## config.mk

```make
export PLATFORM = sky130hd
export DESIGN_NAME = magnet_presence_debounce_alarm
export DESIGN_NICKNAME = d
export VERILOG_FILES = /design/src/mpda_pkg.sv /design/src/magnet_presence_debounce_alarm.sv /design/src/mpda_track.sv
export VERILOG_INCLUDE_DIRS = /design/src /design/src/src
export SDC_FILE = /design/constraint.sdc
export NUM_CORES = 1
export LEC_CHECK = 0
export BUFFER_PORTS_ARGS = -buffer_cell sky130_fd_sc_hd__buf_2
export CORE_ASPECT_RATIO = 2
export CORE_MARGIN = 2
export CORE_UTILIZATION = 62
export DETAILED_ROUTE_END_ITERATION = 6
export PLACE_DENSITY = 0.9
export SETUP_SLACK_MARGIN = 0.1
export SLEW_MARGIN = 10
export SYNTH_ARGS = -nofsm -noshare
export SYNTH_HDL_FRONTEND = slang
export SYNTH_SLANG_ARGS = --single-unit
```

## constraint.sdc

```tcl
create_clock -name clk -period 7.2 [get_ports clk]
set_clock_uncertainty 0.05 [all_clocks]
set_input_delay 1.44 -clock clk [delete_from_list [all_inputs] [get_ports clk]]
set_output_delay 1.44 -clock clk [all_outputs]
set_load 0.03 [all_outputs]
```

## src/magnet_presence_debounce_alarm_macros.svh

```systemverilog
// Assertion macros shared by the magnet presence block.
`ifndef MAGNET_PRESENCE_DEBOUNCE_ALARM_MACROS_SVH
`define MAGNET_PRESENCE_DEBOUNCE_ALARM_MACROS_SVH

`ifndef SYNTHESIS

// Same-cycle implication under an active-low reset.
`define MPDA_ASSERT_IMP(lbl, clk, rst_n, ante, cons) \
	lbl: assert property (@(posedge clk) disable iff (!rst_n) (ante) |-> (cons)) \
		else $error("assertion failed");

// Next-cycle implication under an active-low reset.
`define MPDA_ASSERT_NXT(lbl, clk, rst_n, ante, cons) \
	lbl: assert property (@(posedge clk) disable iff (!rst_n) (ante) |=> (cons)) \
		else $error("assertion failed");

`else

`define MPDA_ASSERT_IMP(lbl, clk, rst_n, ante, cons)
`define MPDA_ASSERT_NXT(lbl, clk, rst_n, ante, cons)

`endif

`endif

```

## src/mpda_pkg.sv

```systemverilog
package mpda_pkg;

	localparam int unsigned TIME_W = 32;
	localparam int unsigned DEBOUNCE_W = 16;

	localparam logic [DEBOUNCE_W-1:0] DEBOUNCE_RESET = 16'd50;
	localparam logic [TIME_W-1:0] LONG_ABSENCE_RESET = 32'd2000;

	typedef enum logic [1:0] {
		CODE_PRESENT = 2'd0,
		CODE_ABSENT = 2'd1,
		CODE_LONG_ABSENT = 2'd2
	} presence_code_t;

	typedef enum logic [0:0] {
		REG_DEBOUNCE_TIME = 1'b0,
		REG_LONG_ABSENCE_TIME = 1'b1
	} cfg_reg_t;

	typedef struct packed {
		logic sensor_level;
		logic [TIME_W-1:0] time_ms;
	} sample_t;

	typedef struct packed {
		logic [1:0] presence_code;
		logic alarm;
	} result_t;

endpackage

```

## src/magnet_presence_debounce_alarm.sv

```systemverilog
// Channel  | Handshake                     | Payload
// ---------+-------------------------------+------------------------------
// sample   | sample_valid / sample_stall   | sample (sensor_level, time_ms)
// result   | result_valid / result_stall   | result (presence_code, alarm)
// config   | cfg_valid / cfg_ready         | cfg_index, cfg_data
//
// One item per cycle while the result side is not stalled; each item passes
// through the input register, then the result register, to the result port.
// The debounce and long-absence checks run in one pass between the two
// registers, so the tracking state is ready for the next item at once.
// Reset clears the tracking state and loads 50 ms debounce and 2000 ms
// long-absence time. A stall on the result side holds the result register
// and, while the input register holds an item, raises sample_stall at once.
`include "magnet_presence_debounce_alarm_macros.svh"

module magnet_presence_debounce_alarm
	import mpda_pkg::*;
(
	input logic clk,
	input logic arst_n,
	input logic sample_valid,
	output logic sample_stall,
	input sample_t sample,
	output logic result_valid,
	input logic result_stall,
	output result_t result,
	input logic cfg_valid,
	output logic cfg_ready,
	input logic [0:0] cfg_index,
	input logic [TIME_W-1:0] cfg_data
);

	logic [DEBOUNCE_W-1:0] debounce_time_q;
	logic [TIME_W-1:0] long_absence_time_q;

	logic sample_valid_s1;
	sample_t sample_s1;
	logic result_valid_s2;
	result_t result_s2;

	logic advance;
	logic take;
	result_t result_n;

	// Configuration writes land at once; the port never pushes back.
	assign cfg_ready = 1'b1;

	always_ff @(posedge clk or negedge arst_n) begin
		if (!arst_n) begin
			debounce_time_q <= DEBOUNCE_RESET;
			long_absence_time_q <= LONG_ABSENCE_RESET;
		end else if (cfg_valid) begin
			unique case (cfg_reg_t'(cfg_index))
				REG_DEBOUNCE_TIME: debounce_time_q <= cfg_data[DEBOUNCE_W-1:0];
				REG_LONG_ABSENCE_TIME: long_absence_time_q <= cfg_data;
			endcase
		end
	end

	// The result register moves whenever it is empty or being drained.
	assign advance = !result_valid_s2 || !result_stall;
	// Retire the item in the input register into the result register.
	assign take = sample_valid_s1 && advance;
	// Hold off new items only when the input register cannot move.
	assign sample_stall = sample_valid_s1 && !advance;

	always_ff @(posedge clk or negedge arst_n) begin
		if (!arst_n) begin
			sample_valid_s1 <= 1'b0;
			result_valid_s2 <= 1'b0;
		end else begin
			if (!sample_stall) begin
				sample_valid_s1 <= sample_valid;
			end
			if (advance) begin
				result_valid_s2 <= sample_valid_s1;
			end
		end
	end

	always_ff @(posedge clk) begin
		if (sample_valid && !sample_stall) begin
			sample_s1 <= sample;
		end
		if (take) begin
			result_s2 <= result_n;
		end
	end

	// Debounce, absence timing and alarm latch; state advances on take.
	mpda_track u_track (
		.clk(clk),
		.arst_n(arst_n),
		.take(take),
		.sample(sample_s1),
		.debounce_time(debounce_time_q),
		.long_absence_time(long_absence_time_q),
		.result(result_n)
	);

	assign result_valid = result_valid_s2;
	assign result = result_s2;

	`MPDA_ASSERT_IMP(a_no_bad_code, clk, arst_n, result_valid_s2, result_s2.presence_code != 2'd3)
	`MPDA_ASSERT_IMP(a_long_sets_alarm, clk, arst_n, result_valid_s2 && (result_s2.presence_code == CODE_LONG_ABSENT), result_s2.alarm)
	`MPDA_ASSERT_IMP(a_present_clears_alarm, clk, arst_n, result_valid_s2 && (result_s2.presence_code == CODE_PRESENT), !result_s2.alarm)
	`MPDA_ASSERT_NXT(a_held_item_kept, clk, arst_n, sample_valid_s1 && !advance, sample_valid_s1 && result_valid_s2)

endmodule

```

## src/mpda_track.sv

```systemverilog
module mpda_track
	import mpda_pkg::*;
(
	input logic clk,
	input logic arst_n,
	input logic take,
	input sample_t sample,
	input logic [DEBOUNCE_W-1:0] debounce_time,
	input logic [TIME_W-1:0] long_absence_time,
	output result_t result
);

	logic started_q;
	logic previous_level_q;
	logic [TIME_W-1:0] change_time_q;
	logic stable_away_q;
	logic [TIME_W-1:0] away_since_q;
	logic away_since_valid_q;
	logic alarm_q;

	logic level_change;
	logic [TIME_W-1:0] held_time;
	logic [TIME_W-1:0] away_time;
	logic settle;
	logic stable_away_n;
	logic away_since_valid_n;
	logic away_starts;
	logic previous_level_n;
	logic [TIME_W-1:0] change_time_n;
	logic alarm_n;
	presence_code_t code;

	always_comb begin
		level_change = sample.sensor_level != previous_level_q;
		// a fresh change has held for zero time
		held_time = level_change ? '0 : sample.time_ms - change_time_q;
		settle = held_time >= TIME_W'(debounce_time);
		change_time_n = change_time_q;
		previous_level_n = sample.sensor_level;
		stable_away_n = stable_away_q;
		away_since_valid_n = away_since_valid_q;
		away_starts = 1'b0;
		if (!started_q) begin
			stable_away_n = sample.sensor_level;
			away_since_valid_n = sample.sensor_level;
			away_starts = sample.sensor_level;
		end else begin
			if (level_change) begin
				change_time_n = sample.time_ms;
			end
			if (settle && (sample.sensor_level != stable_away_q)) begin
				stable_away_n = sample.sensor_level;
				away_since_valid_n = sample.sensor_level;
				away_starts = sample.sensor_level;
			end
		end
		// an absence that starts on this sample has lasted zero time
		away_time = away_starts ? '0 : sample.time_ms - away_since_q;
		if (started_q && stable_away_n && away_since_valid_n
				&& (away_time >= long_absence_time)) begin
			code = CODE_LONG_ABSENT;
		end else if (stable_away_n) begin
			code = CODE_ABSENT;
		end else begin
			code = CODE_PRESENT;
		end
		unique case (code)
			CODE_PRESENT: alarm_n = 1'b0;
			CODE_LONG_ABSENT: alarm_n = 1'b1;
			default: alarm_n = alarm_q;
		endcase
		result.presence_code = code;
		result.alarm = alarm_n;
	end

	always_ff @(posedge clk or negedge arst_n) begin
		if (!arst_n) begin
			started_q <= 1'b0;
			previous_level_q <= 1'b0;
			change_time_q <= '0;
			stable_away_q <= 1'b0;
			away_since_valid_q <= 1'b0;
			alarm_q <= 1'b0;
		end else if (take) begin
			started_q <= 1'b1;
			previous_level_q <= previous_level_n;
			change_time_q <= change_time_n;
			stable_away_q <= stable_away_n;
			away_since_valid_q <= away_since_valid_n;
			alarm_q <= alarm_n;
		end
	end

	always_ff @(posedge clk) begin
		if (take && away_starts) begin
			away_since_q <= sample.time_ms;
		end
	end

endmodule
```

# Yosys cells after proc, flatten, opt, wreduce, memory -nomap -nowiden
# Index checks and enable logic that the tools add are counted.
# word_totals
register_bits	155
in_bits	71
output_inout_bits	6
wordCells	51
# classes
addsub	2
order_cmp	2
eq_ne	3
mux	11
n_bitwise	1
reduce_logical	17
# ops
cell	count
$mux 32	2
$sub 32x32->32	2
$ge 32x16->1	1
$ge 32x32->1	1
$logic_and 1x1->1	8
$mux 1	7
$logic_not 1->1	4
$reduce_and 2->1	2
$reduce_and 3->1	1
$eq 2x2->1 const B	1
$logic_not 2->1	1
$mux 2	1
$ne 1x1->1	2
$pmux 1 s2	1
$logic_or 1x1->1	1
$not 1->1	1

# Depth between registers and ports, before layout
# logic_depth
depth_word	12
ltp_mapped	32
ltp_nobuf	31

# Modules after synthesis
# A second synthesis with hierarchy kept.
# unflattened
hier_cells	1080
area_unflattened_um2	10498.8
# by_module_without_submodules
mod	instances	cells_each	area_each_um2	seq_area_each_um2
mpda_track	1	931	7488.4	1886.8
magnet_presence_debounce_alarm	1	149	3010.4	2343.5

# Least setup slack after synthesis
# Ideal clock, no wire load.
# synth_path
path_kind	register to register
startpoint	register sample_s1[0] (netlist name)
endpoint	register result_s2 (netlist bit result[0]), data pin
setup_time_ns	0.259
arrival_time_ns	5.632
required_time_ns	6.891
setup_slack_ns	1.260
path_stages_with_launch	32
n_path_buf	1
synth_period_minus_slack_ns	5.940
path_cell_list	edfxtp_1 -> inv_1 -> ha_1 -> fa_1 -> nand2b_1 -> a211oi_2 -> nor2_1 -> o21ai_0 -> xnor2_1 -> nor2_1 -> ha_1 -> o21ai_0 -> nor2_1 -> o41a_1 -> o221ai_1 -> a21oi_1 -> nor2_1 -> a31o_4 -> o21ai_2 -> buf_6 -> a21boi_2 -> ha_1 -> a21o_1 -> a21o_1 -> a21o_1 -> a21o_1 -> a2111oi_0 -> nor4_1 -> o31a_1 -> o21ai_0 -> mux2i_2 -> o21bai_1
# synth_rtl
item	line_no	source
from (decl)	magnet_presence_debounce_alarm.sv:37	sample_t sample_s1;
from (signal assigned)	magnet_presence_debounce_alarm.sv:83	sample_s1 <= sample;
to (signal assigned)	magnet_presence_debounce_alarm.sv:86	result_s2 <= result_n;
to (decl)	magnet_presence_debounce_alarm.sv:39	result_t result_s2;

==> flow_summary_export.csv <==
group,metric,value,unit
run_status,status,"completed",
logic_synthesis,synth_seq_cells,155,
routing,via_count,8394,
global_routing,grt_max_degree,57,
sta,timing_hold_violations_final,0,
logic_synthesis,synth_largest_area_cell,"edfxtp_1",
global_routing,grt_overflow,0,
critical_path,critPathLaunchType,"flip-flop",
logic_synthesis,synthTopCellsByArea,"edfxtp_1, dfrtp_1, ha_1",
cells_and_area,drive_above_1_share,19.9,%
clock_network,clk_latency,0.44,ns
routing,viasPerCell,6.13,
routing,drt_iter0_markers,357,
cells_and_area,final-seq-area,4230,um^2
logic_synthesis,yosysWarnings,0,
logic_synthesis,synth_common_cells,"inv_1, ha_1, a21oi_1",
critical_path,crit_required,7.33,ns
worst_hold_path,min_path_type,"reg2reg",
pwr,cellLeakagePower,5.46,nW
clock_network,clk_path_buf_depth,2,
floorplan,die_h,190,um
cells_and_area,multi_input_area,5860,um^2
placement,place_congestion,0.912,
logic_synthesis,ys_seq_area_share,39.2,%
sta,grt_setup_unrepaired,"no",
routing,ant_nets,0,
global_routing,grt_pass1_wl,40500,um
cells_and_area,antenna_cells,0,
global_routing,grt_pass1_vias,8670,
sta,maxSlewViolCount,0,
clock_network,numCtsBuffers,17,
pwr,switchingPower,1.54,mW
routing,route.detailed.drc,0,
job,cap_violations,0,
clock_network,root_buffer,"clkbuf_16",
logic_synthesis,syn_avg_cell_area,10.0,um^2
sta,fin_crit,6.61,ns
sta,worst_pin_slew,1.07,ns
sta,timing.fmax,151,MHz
clock_network,htreeDepth,4,
critical_path,ff2ff_path_depth,29,
sta,timing.hold.ws,0.412,ns
cells_and_area,n_fill_cell,1291,
logic_synthesis,synth-async-reset-ratio,56.1,%
pwr,internal_power,2.41,mW
critical_path,slowest_stage,"fa_1",
logic_synthesis,synth_cell_types,94,
clock_network,cts_tree,"done",
critical_path,max_stage_delay,0.40,ns
critical_path,crit_type,"reg2reg",
floorplan,initial_core_util,62.7,%
clock_network,cts.sinks,155,
logic_synthesis,synth_most_common_cell,"inv_1",
critical_path,crit_top_cell,"a21o_1",
pwr,ir_worst_vdd,0.174,mV
routing,routed_wl,24900,um
logic_synthesis,synth_top_area_share,18.9,%
floorplan,core_area,17200,um^2
pwr,p_sw_share,39.0,%
floorplan,num_rows,68,
logic_synthesis,yosys_most_used_dff,"dfrtp_1",
critical_path,crit_path_max_fanout,7,
critical_path,cp-end-kind,"flip-flop",
logic_synthesis,synthCells,1076,
pwr,p_per_area,333,nW/um^2
placement,dp_hpwl,19100,um
pwr,seq_power_share,29.7,%
routing,first_pass_iters,5,
clock_network,postCtsSetupBuffers,0,
global_routing,antenna_found_initial,0,
sta,setup-violations-final,0,
sta,tns,0,ns
worst_hold_path,hold_depth,0,
clock_network,cts.reportedPaths.clkPinSlew,0.06,ns
cells_and_area,areaGrowthSynthToFinish,10.3,%
logic_synthesis,synth_edf_count,68,
pwr,clkPwrFrac,23.5,%
sta,min_period_over_period,91.8,%
floorplan,dieArea,18500,um^2
floorplan,ios,77,
logic_synthesis,synth_fp_nets,1259,
floorplan,fp.dieW,97.2,um
placement,io_buffers,75,
logic_synthesis,syn-cell-area,10800,um^2
critical_path,cp_data_arrival_time,6.74,ns
cells_and_area,nets,1329,
routing,wire_per_inst,18.2,um
sta,slew_headroom,28.2,%
global_routing,grt_usage,27.1,%
pwr,p_comb_share,46.8,%
## timing repair
item / in CTS / in global routing
hold buffers: 0 / 0
gates resized for setup: 0 / 7
setup endpoints to repair: 0 / 4
## critical path: cells and delay by family (launching register included)
| family | cells | cell delay (ns) |
|---|---|---|
| AO/OA/AOI/OAI | 17 | 3.54 |
| buffers and inverters | 1 | 0.08 |
| adder cells (fa/ha/maj) | 4 | 1.21 |
| flip-flops | 1 | 0.35 |
| multiplexers | 1 | 0.15 |
| XOR/XNOR | 1 | 0.23 |
| AND/OR/NAND/NOR | 5 | 0.75 |
## sequential cells by signal (all words and copies together), names as in the netlist
| name | count |
|---|---|
| result_valid | 1 |
| result | 3 |
| u_track.alarm_q | 1 |
| u_track.away_since_q | 32 |
| u_track.started_q | 1 |
| u_track.away_since_valid_q | 1 |
| debounce_time_q | 16 |
| u_track.previous_level_q | 1 |
| sample_valid_s1 | 1 |
| sample_s1 | 33 |
| u_track.change_time_q | 32 |
| u_track.stable_away_q | 1 |
| long_absence_time_q | 32 |
## routing by layer
layer | track usage (%) | routed length, um | vias up
li1 | - | - | 4009
met1 | 29.6 | 9500 | 4048
met2 | 50.4 | 13500 | 271
met3 | 4.03 | 937 | 66
met4 | 13.8 | 989 | 0
met5 | 0 | 0 | -
## power groups by stage
stage	logic (mW)	registers, mW	clock network [mW]
6_report	1.85	1.17	0.931
5_1_grt	2.04	1.19	0.976
4_1_cts	1.81	1.17	0.943
3_5_place_dp	1.79	1.19	0
3_3_place_gp	1.73	1.18	0
2_1_floorplan	1.43	1.17	0
## cell families (layout without fill, tap and decap cells)
| group | count (synthesis) | count (layout) | synth area share, % |
|---|---|---|---|
| AO/OA/AOI/OAI | 301 | 301 | 19.1 |
| adder cells (fa/ha/maj) | 112 | 112 | 13.1 |
| other | 1 | 1 | 0.0348 |
| XOR/XNOR | 46 | 46 | 3.74 |
| AND/OR/NAND/NOR | 234 | 234 | 11.2 |
| buffers and inverters | 160 | 243 | 6.61 |
| multiplexers | 67 | 67 | 6.99 |
| flip-flops | 155 | 155 | 39.2 |
## path summary, 6_finish.rpt
check                                  startpoint                                 to  slack (ns)
min in group asynchronous                  arst_n        sample_valid_s1$_DFFE_PN0N_        0.89
max reg2reg                sample_s1[0]$_DFFE_PP_                result[0]$_DFFE_PP_        0.59
min                        sample_s1[0]$_DFFE_PP_  u_track.away_since_q[0]$_DFFE_PP_        0.41
min reg2reg                sample_s1[0]$_DFFE_PP_  u_track.away_since_q[0]$_DFFE_PP_        0.41
max in group asynchronous                  arst_n      u_track.started_q$_DFFE_PN0P_        5.13
max                        sample_s1[0]$_DFFE_PP_                result[0]$_DFFE_PP_        0.59
## through the flow
step                      power, mW  std cells  setup slack, ns  util (%)  instance area, um^2
after floorplan                2.60       1076             1.26         -                10800
after detailed placement       2.98       1337            0.324      65.5                11300
after global placement         2.90       1337            0.610      65.5                11300
after CTS                      3.92       1369            0.229      69.0                11900
after global routing           4.21       1369            0.130      69.2                11900
final                          3.95       1369            0.588      69.2                11900
## placed cells by master, fill, tap and decap left out, types with 5 or more instances in the layout
master,netlist,routed
a21o_1,37,37
xnor2_1,23,23
nor2b_1,10,9
buf_2,2,74
dfstp_2,9,9
and3_1,5,5
mux2_2,63,63
nand4_1,8,8
o21a_1,14,14
o211ai_1,11,11
buf_4,4,8
a21oi_2,10,11
nor3_1,15,15
nand2_1,58,58
edfxtp_1,68,68
o21bai_1,6,6
or3_1,7,7
ha_1,110,110
clkbuf_16,0,17
inv_1,128,128
nor2_1,54,54
a31oi_1,7,7
a21oi_1,83,82
dfrtp_1,78,78
a211oi_1,7,7
xor2_1,23,23
nand2b_1,18,18
nand3_1,21,21
o21ai_0,61,60
and2_1,7,7
## area by class of cell
cell class	count	share of cell area [%]
multi-input combinational	761	49.3
sequential	155	35.6
inverter	128	4.04
timing repair buffer	83	3.75
clock buffer	19	3.73
tap	210	2.21
clock inverter	13	1.41
(Power assumes the default switching activity.)
